**config.mk**
```make
export PLATFORM = sky130hd
export DESIGN_NAME = bf16_scaled_accumulate_top
export DESIGN_NICKNAME = d
export VERILOG_FILES = /design/src/sv/bsa_pkg.sv /design/src/sv/bf16_scaled_accumulate_top.sv
export SDC_FILE = /design/constraint.sdc
export NUM_CORES = 2
export LEC_CHECK = 0
export BUFFER_PORTS_ARGS = -buffer_cell sky130_fd_sc_hd__buf_2
export CAP_MARGIN = 25
export CORE_MARGIN = 2
export CORE_UTILIZATION = 40
export DETAILED_ROUTE_END_ITERATION = 6
export GPL_ROUTABILITY_DRIVEN = 0
export HOLD_SLACK_MARGIN = 0.06
export PLACE_DENSITY = 0.52
export SYNTH_ARGS = -nofsm -noshare
export SYNTH_HDL_FRONTEND = slang
export SYNTH_SLANG_ARGS = --single-unit
```
**constraint.sdc**
```tcl
create_clock -name i_clk -period 19.6 [get_ports i_clk]
set_clock_uncertainty 0.2 [all_clocks]
set_input_delay 1.96 -clock i_clk [delete_from_list [all_inputs] [get_ports i_clk]]
set_output_delay 1.96 -clock i_clk [all_outputs]
set_load 0.02 [all_outputs]
```
**src/sv/bsa_pkg.sv**
```systemverilog
`timescale 1ns / 1ps
// ----------------------------------------------------------------------------
// bsa_pkg
// Types, constants and helper functions of the bf16 scaled accumulate block.
// ----------------------------------------------------------------------------
package bsa_pkg;

    typedef struct packed {
        logic [15:0] in_value;
        logic [15:0] acc_value;
        logic        last_in;
    } t_in_item;

    typedef struct packed {
        logic [15:0] out_value;
        logic        last_out;
    } t_out_item;

    localparam logic CFG_SCALE = 1'b0;
    localparam logic CFG_ACCUM = 1'b1;

    localparam logic [31:0] F32_DEFAULT_NAN = 32'h7FC0_0000;
    localparam logic [31:0] F32_QUIET_BIT   = 32'h0040_0000;
    localparam logic [30:0] F32_INF_MAG     = 31'h7F80_0000;

    function automatic logic f32_is_nan(input logic [31:0] b);
        return (b[30:23] == 8'hFF) && (b[22:0] != 23'd0);
    endfunction

    function automatic logic f32_is_snan(input logic [31:0] b);
        return f32_is_nan(b) && !b[22];
    endfunction

    function automatic logic f32_is_inf(input logic [31:0] b);
        return b[30:0] == F32_INF_MAG;
    endfunction

    function automatic logic f32_is_zero(input logic [31:0] b);
        return b[30:0] == 31'd0;
    endfunction

    function automatic logic [3:0] lzc8(input logic [7:0] v);
        logic [3:0] n;
        n = 4'd8;
        for (int i = 0; i < 8; i++) begin
            if (v[i]) begin
                n = 4'(7 - i);
            end
        end
        return n;
    endfunction

    function automatic logic [4:0] lzc24(input logic [23:0] v);
        logic [4:0] n;
        n = 5'd24;
        for (int i = 0; i < 24; i++) begin
            if (v[i]) begin
                n = 5'(23 - i);
            end
        end
        return n;
    endfunction

    function automatic logic [5:0] lzc41(input logic [40:0] v);
        logic [5:0] n;
        n = 6'd41;
        for (int i = 0; i < 41; i++) begin
            if (v[i]) begin
                n = 6'(40 - i);
            end
        end
        return n;
    endfunction

endpackage

```
**src/sv/bf16_scaled_accumulate_top.sv**
```systemverilog
`timescale 1ns / 1ps
// ----------------------------------------------------------------------------
// bf16_scaled_accumulate_top
// Streams bf16 elements through out = acc + alpha * in, computed as one fp32
// fused multiply-add and rounded to bf16.
// ----------------------------------------------------------------------------
// A new item is accepted every cycle unless a stalled output has backed up the
// pipeline. The pipeline is the input register, then unpack and 8x24 multiply,
// align and add, leading-zero normalize, subnormal shift, fp32 round, and bf16
// round into the output register. Stages advance independently, so bubbles are
// squeezed out while the output is stalled. The user must write alpha and
// accumulate mode through the configuration port only while no item is in
// flight; the block itself does not enforce this.
module bf16_scaled_accumulate_top (
    input  logic               i_clk,
    input  logic               i_rst_n,
    input  logic               i_in_valid,
    output logic               o_in_ready,
    input  bsa_pkg::t_in_item  i_in_data,
    output logic               o_out_valid,
    input  logic               i_out_ready,
    output bsa_pkg::t_out_item o_out_data,
    input  logic               i_cfg_valid,
    output logic               o_cfg_ready,
    input  logic               i_cfg_index,
    input  logic [31:0]        i_cfg_data
);
    import bsa_pkg::*;

    logic [31:0] r_scale;
    logic        r_accum;
    logic [6:1]  r_v;
    logic        r_out_vld;
    logic [7:1]  adv;

    // stage 1: input register
    t_in_item r1_in;

    // stage 2
    logic [31:0]        r2_p, r2_c, r2_sval;
    logic signed [11:0] r2_ep, r2_ec;
    logic               r2_sp, r2_sc, r2_cz, r2_spec, r2_last;

    // stage 3
    logic [40:0]        r3_s;
    logic signed [11:0] r3_es;
    logic               r3_sign, r3_spec, r3_last;
    logic [31:0]        r3_sval;

    // stage 4
    logic [40:0]        r4_n;
    logic signed [11:0] r4_t;
    logic               r4_sign, r4_z, r4_spec, r4_last;
    logic [31:0]        r4_sval;

    // stage 5
    logic [23:0]        r5_m24;
    logic               r5_g, r5_st, r5_sign, r5_z, r5_spec, r5_last;
    logic [11:0]        r5_em1;
    logic [31:0]        r5_sval;

    // stage 6
    logic [31:0]        r6_f;
    logic               r6_last;

    t_out_item r_out;

    // ---------------- handshake ----------------
    always_comb begin
        adv[7] = !r_out_vld || i_out_ready;
        for (int k = 6; k >= 1; k--) begin
            adv[k] = !r_v[k] || adv[k+1];
        end
    end

    assign o_in_ready  = adv[1];
    assign o_cfg_ready = 1'b1;
    assign o_out_valid = r_out_vld;
    assign o_out_data  = r_out;

    always_ff @(posedge i_clk) begin
        if (!i_rst_n) begin
            r_scale   <= 32'd0;
            r_accum   <= 1'b1;
            r_v       <= '0;
            r_out_vld <= 1'b0;
        end else begin
            if (i_cfg_valid) begin
                unique case (i_cfg_index)
                    CFG_SCALE: r_scale <= i_cfg_data;
                    CFG_ACCUM: r_accum <= i_cfg_data[0];
                    default:   r_scale <= r_scale;
                endcase
            end
            if (adv[1]) r_v[1] <= i_in_valid;
            for (int k = 2; k <= 6; k++) begin
                if (adv[k]) r_v[k] <= r_v[k-1];
            end
            if (adv[7]) r_out_vld <= r_v[6];
        end
    end

    // ---------------- stage 1 -> 2: unpack, specials, multiply ----------------
    logic [15:0]        x16, c16;
    logic [31:0]        x32, c32, a32;
    logic [7:0]         mx, mxn, mc, mcn;
    logic [23:0]        ma, man;
    logic [3:0]         lzx, lzc;
    logic [4:0]         lza;
    logic signed [11:0] exn, ecn, ean;
    logic               sp, sc, bad_mul, pz, cz;
    logic               n2_spec;
    logic [31:0]        n2_sval;

    always_comb begin
        x16 = r1_in.in_value;
        c16 = r_accum ? r1_in.acc_value : 16'd0;
        x32 = {x16, 16'd0};
        c32 = {c16, 16'd0};
        a32 = r_scale;
        sp  = x16[15] ^ a32[31];
        sc  = c16[15];

        mx  = {|x16[14:7], x16[6:0]};
        lzx = lzc8(mx);
        mxn = 8'(mx << lzx);
        exn = ((x16[14:7] == 8'd0) ? -12'sd133 : ($signed({4'd0, x16[14:7]}) - 12'sd134))
              - $signed({8'd0, lzx});

        mc  = {|c16[14:7], c16[6:0]};
        lzc = lzc8(mc);
        mcn = 8'(mc << lzc);
        ecn = ((c16[14:7] == 8'd0) ? -12'sd133 : ($signed({4'd0, c16[14:7]}) - 12'sd134))
              - $signed({8'd0, lzc}) - 12'sd24;

        ma  = {|a32[30:23], a32[22:0]};
        lza = lzc24(ma);
        man = 24'(ma << lza);
        ean = ((a32[30:23] == 8'd0) ? -12'sd149 : ($signed({4'd0, a32[30:23]}) - 12'sd150))
              - $signed({7'd0, lza});

        bad_mul = (f32_is_inf(x32) && f32_is_zero(a32)) ||
                  (f32_is_zero(x32) && f32_is_inf(a32));
        pz = f32_is_zero(x32) || f32_is_zero(a32);
        cz = f32_is_zero(c32);

        n2_spec = 1'b1;
        n2_sval = 32'd0;
        priority if (f32_is_snan(c32)) begin
            n2_sval = c32 | F32_QUIET_BIT;
        end else if (f32_is_snan(x32)) begin
            n2_sval = x32 | F32_QUIET_BIT;
        end else if (f32_is_snan(a32)) begin
            n2_sval = a32 | F32_QUIET_BIT;
        end else if (f32_is_nan(c32) && bad_mul) begin
            n2_sval = F32_DEFAULT_NAN;
        end else if (f32_is_nan(c32)) begin
            n2_sval = c32 | F32_QUIET_BIT;
        end else if (f32_is_nan(x32)) begin
            n2_sval = x32 | F32_QUIET_BIT;
        end else if (f32_is_nan(a32)) begin
            n2_sval = a32 | F32_QUIET_BIT;
        end else if (bad_mul) begin
            n2_sval = F32_DEFAULT_NAN;
        end else if (f32_is_inf(x32) || f32_is_inf(a32)) begin
            n2_sval = (f32_is_inf(c32) && (sc != sp)) ? F32_DEFAULT_NAN : {sp, F32_INF_MAG};
        end else if (f32_is_inf(c32)) begin
            n2_sval = c32;
        end else if (pz && cz) begin
            n2_sval = {sp & sc, 31'd0};
        end else if (pz) begin
            n2_sval = c32;
        end else begin
            n2_spec = 1'b0;
        end
    end

    // ---------------- stage 2 -> 3: align and add ----------------
    logic signed [11:0] d2, dist2, ebig;
    logic               pbig, bs, ss, sub, neg;
    logic [31:0]        big, small_op;
    logic [5:0]         amt2;
    logic [40:0]        bigw, sj;
    logic [81:0]        wide2;
    logic [41:0]        sum42;
    logic [40:0]        n3_s;
    logic               n3_sign;

    always_comb begin
        d2       = r2_ep - r2_ec;
        pbig     = r2_cz || !d2[11];
        big      = pbig ? r2_p : r2_c;
        small_op = pbig ? r2_c : r2_p;
        bs       = pbig ? r2_sp : r2_sc;
        ss       = pbig ? r2_sc : r2_sp;
        ebig     = pbig ? r2_ep : r2_ec;
        dist2    = pbig ? d2 : -d2;
        amt2     = (|dist2[11:6]) ? 6'd63 : dist2[5:0];
        bigw     = {1'b0, big, 8'd0};
        wide2    = {1'b0, small_op, 8'd0, 41'd0} >> amt2;
        sj       = wide2[81:41] | {40'd0, |wide2[40:0]};
        sub      = bs ^ ss;
        sum42    = sub ? ({1'b0, bigw} - {1'b0, sj}) : ({1'b0, bigw} + {1'b0, sj});
        neg      = sub && sum42[41];
        n3_s     = neg ? 41'(-sum42) : sum42[40:0];
        n3_sign  = (n3_s == 41'd0) ? 1'b0 : (neg ? ss : bs);
    end

    // ---------------- stage 3 -> 4: normalize ----------------
    logic [5:0]         lz3;
    logic [40:0]        n4_n;
    logic signed [11:0] n4_t;

    always_comb begin
        lz3  = lzc41(r3_s);
        n4_n = 41'(r3_s << lz3);
        n4_t = r3_es + 12'sd40 - $signed({6'd0, lz3});
    end

    // ---------------- stage 4 -> 5: subnormal shift ----------------
    logic signed [11:0] k4;
    logic [5:0]         amt4;
    logic [81:0]        wide4;
    logic [11:0]        n5_em1;
    logic               n5_st;

    always_comb begin
        k4     = (r4_t < -12'sd126) ? (-12'sd126 - r4_t) : 12'sd0;
        amt4   = (|k4[11:6]) ? 6'd63 : k4[5:0];
        wide4  = {r4_n, 41'd0} >> amt4;
        n5_st  = (|wide4[40:0]) || (|wide4[56:41]);
        n5_em1 = (k4 != 12'sd0) ? 12'd0 : 12'(r4_t + 12'sd126);
    end

    // ---------------- stage 5 -> 6: fp32 round ----------------
    logic        up5, inf5;
    logic [24:0] m25;
    logic [34:0] bits5;
    logic [31:0] n6_f;

    always_comb begin
        up5   = r5_g && (r5_st || r5_m24[0]);
        m25   = {1'b0, r5_m24} + {24'd0, up5};
        bits5 = {r5_em1, 23'd0} + {10'd0, m25};
        inf5  = (r5_em1 >= 12'd255) || (bits5 >= {4'd0, F32_INF_MAG});
        if (r5_spec) begin
            n6_f = r5_sval;
        end else if (r5_z) begin
            n6_f = 32'd0;
        end else begin
            n6_f = {r5_sign, inf5 ? F32_INF_MAG : bits5[30:0]};
        end
    end

    // ---------------- stage 6 -> out: bf16 round ----------------
    logic [32:0] sum6;
    t_out_item   n_out;

    always_comb begin
        sum6 = {1'b0, r6_f} + 33'h7FFF + {32'd0, r6_f[16]};
        n_out.out_value = f32_is_nan(r6_f) ? (r6_f[31:16] | 16'h0040) : sum6[31:16];
        n_out.last_out  = r6_last;
    end

    // ---------------- payload registers ----------------
    always_ff @(posedge i_clk) begin
        if (adv[1] && i_in_valid) begin
            r1_in <= i_in_data;
        end
        if (adv[2] && r_v[1]) begin
            r2_p    <= mxn * man;
            r2_ep   <= exn + ean;
            r2_c    <= {mcn, 24'd0};
            r2_ec   <= ecn;
            r2_sp   <= sp;
            r2_sc   <= sc;
            r2_cz   <= cz;
            r2_spec <= n2_spec;
            r2_sval <= n2_sval;
            r2_last <= r1_in.last_in;
        end
        if (adv[3] && r_v[2]) begin
            r3_s    <= n3_s;
            r3_es   <= ebig - 12'sd8;
            r3_sign <= n3_sign;
            r3_spec <= r2_spec;
            r3_sval <= r2_sval;
            r3_last <= r2_last;
        end
        if (adv[4] && r_v[3]) begin
            r4_n    <= n4_n;
            r4_t    <= n4_t;
            r4_sign <= r3_sign;
            r4_z    <= (r3_s == 41'd0);
            r4_spec <= r3_spec;
            r4_sval <= r3_sval;
            r4_last <= r3_last;
        end
        if (adv[5] && r_v[4]) begin
            r5_m24  <= wide4[81:58];
            r5_g    <= wide4[57];
            r5_st   <= n5_st;
            r5_em1  <= n5_em1;
            r5_sign <= r4_sign;
            r5_z    <= r4_z;
            r5_spec <= r4_spec;
            r5_sval <= r4_sval;
            r5_last <= r4_last;
        end
        if (adv[6] && r_v[5]) begin
            r6_f    <= n6_f;
            r6_last <= r5_last;
        end
        if (adv[7] && r_v[6]) begin
            r_out <= n_out;
        end
    end

    // ---------------- assertions ----------------
    a_accept_lands: assert property (@(posedge i_clk) disable iff (!i_rst_n)
        i_in_valid && o_in_ready |=> r_v[1])
        else $error("accepted item did not enter stage 1");

    a_product_norm: assert property (@(posedge i_clk) disable iff (!i_rst_n)
        r_v[2] && !r2_spec |-> (r2_p[31] || r2_p[30]))
        else $error("product not normalized");

    a_sum_norm: assert property (@(posedge i_clk) disable iff (!i_rst_n)
        r_v[4] && !r4_z |-> r4_n[40])
        else $error("sum not normalized");

    a_nan_quiet: assert property (@(posedge i_clk) disable iff (!i_rst_n)
        r_v[6] && adv[7] && f32_is_nan(r6_f) |=>
            (o_out_data.out_value[14:7] == 8'hFF) && o_out_data.out_value[6])
        else $error("nan result not quiet");

endmodule

```
Word-level counts from Yosys, hierarchy flattened
Index checks and enable logic that the tools add are counted. Widths: inputs -> output; s select.

Logic and storage cells: 283. Register bits: 475.

$lt $le $gt $ge: 3. Add/sub/neg operators: 22. Multiply operators: 1. Equality and inequality tests: 8. Bitwise logic cells: 5. Shift operators: 6. Muxes and demuxes: 115. Reduce and logical (&&, ||, !) cells: 72.

Operators by type and width (count): $mux 32 (17); $mux 6 (42); $mux 5 (23); $logic_not 41->1 (2); $reduce_or 41->1 (2); $shr 81x6->82 (1); $shr 82x6->82 (1); $mux 12 (6); $mux 4 (17); $reduce_bool 23->1 (2); $add 40x41->42 (1); $mux 42 (1); $sub 40x41->42 (1); $mux 41 (1); $neg 41->41 (1); $or 41x1->41 (1); $shl 41x6->41 (1); $add 35x25->35 (1); $ge 35x31->1 const B (1); $add 32x1->32 (1); $add 32x15->32 const B (1); $eq 8x8->1 const B (4); $mul 8x24->32 (1); $mux 16 (2); 39 further kinds (101).

Logic depth before layout (Yosys ltp)
Depth after elaboration: 42. Depth in mapped cells: 58. Depth with buffers taken out: 57.

Least setup slack after synthesis
Ideal clock, no wire load.

Path type: register to register. Start: reg r_scale[0], in the netlist a32[0]. End: reg r2_p[31], data pin. Stages on the path, launching flop included: 48. Setup slack: 9290 ps. Buffers on the path: 3. Required time: 19140 ps. Data arrival time: 9850 ps. Period minus slack after synthesis: 10310 ps. Path through: dfxtp_1 > clkbuf_1 > nor2_1 > o31ai_1 > a211oi_1 > nor3_1 > nor3_1 > nor3_1 > nor3_1 > nor3_1 > o31ai_1 > clkbuf_1 > clkbuf_1 > inv_1 > nor3_1 > nand2_1 > or2_2 > fa_1 > (+12 left out) > o21ai_0 > a21boi_0 > o21ai_0 > a21boi_0 > o21ai_0 > a21boi_0 > o21ai_0 > a21boi_0 > o21ai_0 > a21boi_0 > o21ai_0 > a21boi_0 > o21ai_0 > a21oi_1 > a211o_1 > a21o_1 > a21oi_1 > xnor2_1.

Longest elaborated chain between the ends: 26.

RTL lines: start, declared (RTL line bf16_scaled_accumulate_top.sv:30) `logic [31:0] r_scale;`; start signal, assigned (RTL line bf16_scaled_accumulate_top.sv:90) `CFG_SCALE: r_scale <= i_cfg_data;`; start signal, assigned (RTL line bf16_scaled_accumulate_top.sv:92) `default: r_scale <= r_scale;`; $mux 4 (RTL line bsa_pkg.sv:57) `if (v[i]) begin`; $mux 5 (23 in a row) (RTL line bsa_pkg.sv:57); $shl 24x5->24 (*) (RTL line bf16_scaled_accumulate_top.sv:138) `man = 24'(ma << lza);`; $mul 8x24->32 (*) (RTL line bf16_scaled_accumulate_top.sv:271) `r2_p <= mxn * man;`; end signal, assigned (RTL line bf16_scaled_accumulate_top.sv:271); end, declared (RTL line bf16_scaled_accumulate_top.sv:40) `logic [31:0] r2_p, r2_c, r2_sval;`.

Every way passes the cells marked *; elsewhere a longest branch is shown, timed or not. A chain may end at the register's enable or synchronous reset.

Worst setup path in the final report
Start: reg r2_ep[2]. End: reg r3_sign, data pin.

Longest elaborated chain between the ends: 14.

RTL lines: start, declared (RTL line bf16_scaled_accumulate_top.sv:41) `logic signed [11:0] r2_ep, r2_ec;`; start signal, assigned (RTL line bf16_scaled_accumulate_top.sv:272) `r2_ep <= exn + ean;`; $sub 12x12->12 (*) (RTL line bf16_scaled_accumulate_top.sv:190) `d2 = r2_ep - r2_ec;`; parallel branches: the longest is 11 deep, another holds $add 40x41->42; $mux 41 (*) (RTL line bf16_scaled_accumulate_top.sv:205) `n3_s = neg ? 41'(-sum42) : sum42[40:0];`; net n3_s[0] (RTL line bf16_scaled_accumulate_top.sv:186) `logic [40:0] n3_s;`; $logic_not 41->1 (*) (RTL line bf16_scaled_accumulate_top.sv:206) `n3_sign = (n3_s == 41'd0) ? 1'b0 : (neg ? ss : bs);`; end signal, assigned (RTL line bf16_scaled_accumulate_top.sv:285) `r3_sign <= n3_sign;`; end, declared (RTL line bf16_scaled_accumulate_top.sv:47) `logic r3_sign, r3_spec, r3_last;`.

Mark *: on every way through the listed nets, which the timed path passes.

==> flow_metrics.py <==
metrics = {
    "run_status": {
        "status": "completed",
    },
    "timing": {
        "whs_ns": 0.1615,
        "slew-limit-headroom": 0.2179,
        "slew_violations": 0,
        "worstMarginPinSlew_ns": 1.157,
        "layout_min_cycle_time_ns": 12.98,
        "setup_viol": 0,
        "hold_viol_final": 0,
        "max_freq_mhz": 77.02,
        "final.period_utilization": 0.6624,
        "rsz0062_at_grt": "no",
        "setup_tns_ns": 0,
    },
    "cts": {
        "clk_latency_ns": 0.67,
        "cts_setup_buffers": 0,
        "cts_hold_buf": 0,
        "cts_resized": 0,
        "ctsLongestPathBuffers": 3,
        "htreeDepth": 2,
        "numCtsBuffers": 52,
        "cts_tree": "built",
        "cts.sinks": 475,
        "path_clk_slew_ns": 0.06,
        "cts_root_buf": "clkbuf_16",
    },
    "power": {
        "fin_total_pwr_mw": 5.230,
        "power.switching_mw": 2.407,
        "combPwrFrac": 0.545,
        "p_int_mw": 2.823,
        "p_per_area_nw_per_um2": 112.9,
        "switching_share": 0.4603,
        "p_clk_frac": 0.189,
        "ir_drop_mv": 0.1097,
        "power_frac_seq": 0.266,
        "leakagePower_nw": 18.79,
    },
    "hold_path": {
        "hold_depth": 0,
        "hp-start": "r2_sval[25]",
        "hold_class": "reg2reg",
        "whs_endpoint": "r3_sval[25]",
    },
    "synthesis": {
        "postSynth.topFlopCell": "edfxtp_1",
        "avgSynthCellArea_um2": 8.580,
        "synth_cells": 4988,
        "synth-async-reset-ratio": 0,
        "ys_seq_area_frac": 0.3239,
        "ys_ff_latch": 475,
        "synth_edf_count": 435,
        "synth_area_um2": 42800,
        "yosysWarnings": 0,
        "yosysUniqueCellTypes": 113,
    },
    "final_layout": {
        "multiInputGateArea_um2": 26660,
        "layout-drive-gt1-share": 0.07305,
        "nFillCells": 10640,
        "nets": 5330,
        "utilization": 0.4381,
        "regArea_um2": 13860,
        "fin_cells": 6362,
        "area_growth_pct": 8.207,
    },
    "run": {
        "maxCapViolCount": 0,
    },
    "critical_path": {
        "worstReg2RegEnd": "r3_sign",
        "max_stage_delay_ns": 0.66,
        "cp-start-kind": "flop",
        "crit_path_top_delay_cell": "nor4b_2",
        "crit_required_ns": 19.78,
        "cp_max_fo": 68,
        "cp-end-kind": "flop",
        "rrSetupSlack_ns": 6.62,
        "cp.arrival_ns": 13.16,
        "r2r_cells": 36,
        "critPathKind": "reg2reg",
        "r2r-start": "r2_ep[2]",
    },
    "global_route": {
        "track_usage": 0.2446,
        "grt_pass1_vias": 35970,
        "grt-busiest-layer": "met2",
        "antenna_found_initial": 4,
        "overflow": 0,
        "grt_use_met2": 0.3876,
        "grt_util_met3": 0.03661,
        "grt_start_max_net_pins": 76,
        "grt_use_met1": 0.3398,
        "grt_first_pass_wirelength_mm": 211.4,
    },
    "floorplan": {
        "ios": 91,
        "die_y_um": 331.1,
        "die_area_um2": 109600,
        "core_um2": 105700,
        "initial_core_util": 0.4048,
        "rows": 119,
        "die-width_um": 331.1,
    },
    "detailed_routing": {
        "routed_via_density": 5.897,
        "finalWirelength_mm": 136.0,
        "drt_iter0_markers": 3923,
        "drtPass1Iterations": 6,
        "drtAntennaViolNets": 0,
        "drt_drc_violations_left": 0,
        "via_count": 37520,
        "wl_per_cell_um": 21.37,
    },
    "placed_design": {
        "port_buffers": 89,
        "place_hpwl_mm": 103.7,
        "dp_cells": 6263,
    },
}
-- kinds of logic (layout without fill, tap and decap cells) --
| kind of cell | after synthesis | after routing | synth area share |
|---|---|---|---|
| xor gates and xnor gates | 192 | 192 | 0.03929 |
| AOI/OAI and AO/OA | 1206 | 1206 | 0.1869 |
| DFF | 475 | 475 | 0.3239 |
| adders and majority gates | 332 | 332 | 0.1226 |
| and+or+nand+nor | 1912 | 1912 | 0.2116 |
| buffers and inverters | 625 | 605 | 0.05736 |
| other | 1 | 4 | 0.00008762 |
| muxes | 245 | 245 | 0.05821 |
-- layout make-up --
type                       count  area share
clock buffer                  57     0.02851
tap                         1391     0.03758
antenna                        2   0.0001081
multi-input combinational   3889      0.5757
clock inverter                38    0.008862
sequential                   475      0.2994
timing repair buffer         162     0.02167
inverter                     348     0.02821
-- power by group through the flow --
stage,logic (mW),registers (mW),clock network (mW)
3_5_place_dp,2.79,1.41,0
6_report,2.85,1.39,0.990
3_3_place_gp,2.80,1.41,0
4_1_cts,2.81,1.38,1.02
2_1_floorplan,2.03,1.33,0
5_1_grt,3.14,1.39,1.05
-- cell usage in the layout, fill, tap and decap left out, types with 63 or more instances in the layout --
cell type	count
and2_1	96
and3_1	63
buf_4	69
buf_2	91
inv_1	342
a21oi_1	312
nor3_1	135
edfxtp_1	435
mux2i_1	222
nor2_1	544
nand3_1	132
nand4_1	63
ha_1	185
xnor2_1	127
o21ai_0	231
xor2_1	63
fa_1	146
nand2_1	574
-- registers in the layout (all words and copies together), names as in the netlist, 6 cells and up --
signal,count
a32,32
o_out_data,17
r1_in,17
r2_c,8
r2_ec,12
r2_ep,12
r2_p,32
r2_sval,32
r3_es,12
r3_s,41
r3_sval,32
r4_n,41
r4_sval,32
r4_t,12
r5_em1,12
r5_m24,24
r5_sval,32
r6_f,32
r_v,6
x16,16
-- synthesized netlist by cell type (13+ instances only) --
cell type  count  share of area
o21ai_1       13         0.0015
or3_1         41         0.0060
and2_1        96          0.014
buf_2         17         0.0020
a22oi_1       14         0.0025
mux2i_1      223          0.052
nor2b_1       48         0.0070
and3_1        63         0.0092
inv_1        342          0.030
nor3_1       136          0.016
a21o_1        50         0.0088
o31ai_1       33         0.0058
nand4_1       63         0.0092
and4_1        14         0.0029
xor2_1        64          0.013
or4_1         22         0.0039
a21oi_1      317          0.037
o21bai_1      46         0.0081
dfxtp_1       40          0.019
or2_2         33         0.0048
o211ai_1      44         0.0077
ha_1         185          0.054
nor4_1        38         0.0056
nand2_1      574          0.050
o21ai_0      233          0.027
nand3_1      132          0.015
a221oi_1      15         0.0031
nor2_1       546          0.048
fa_1         146          0.068
a211o_1       18         0.0037
edfxtp_1     435           0.31
xnor2_1      128          0.026
mux2_2        20         0.0053
a211oi_1      62          0.011
a21boi_0      49         0.0086
o22ai_1       28         0.0041
o21a_1        27         0.0047
nand2b_1      52         0.0076
clkbuf_1     209          0.018
buf_1         33         0.0029
a31oi_1       52         0.0076
-- critical path: cells and delay by family (launching register included) --
kind | cells | cell delay (ns)
xor gates and xnor gates | 1 | 0.18
adders and majority gates | 2 | 0.63
buffers and inverters | 4 | 1.55
and+or+nand+nor | 11 | 4.38
DFF | 1 | 0.39
AOI/OAI and AO/OA | 18 | 5.34
-- worst max-delay path by stage --
| stage | cells after the start | end | start |
|---|---|---|---|
| final | 36 | r3_sign | r2_ep[2] |
| after detailed placement | 36 | r3_sign | r2_ep[9] |
| after global routing | 36 | r3_sign | r2_ep[2] |
| after floorplan | 47 | r2_p[31] | a32[0] |
| after global placement | 36 | r3_sign | r2_ep[9] |
| after CTS | 36 | r3_sign | r2_ep[2] |
-- per-layer routing --
metal | share of wire | wire length, um
met5 | 0.000096 | 13
met4 | 0.039 | 5256
met3 | 0.069 | 9330
met2 | 0.45 | 60550
met1 | 0.45 | 60810
-- through the flow --
step                setup slack (ns)  instance area [um^2]
floorplan                      9.290                 42800
global placement               7.078                 44530
detailed placement             6.945                 44550
CTS                            6.867                 46280
global route                   5.728                 46310
finish                         6.616                 46310
No activity file was read; power rests on OpenSTA's default activity.
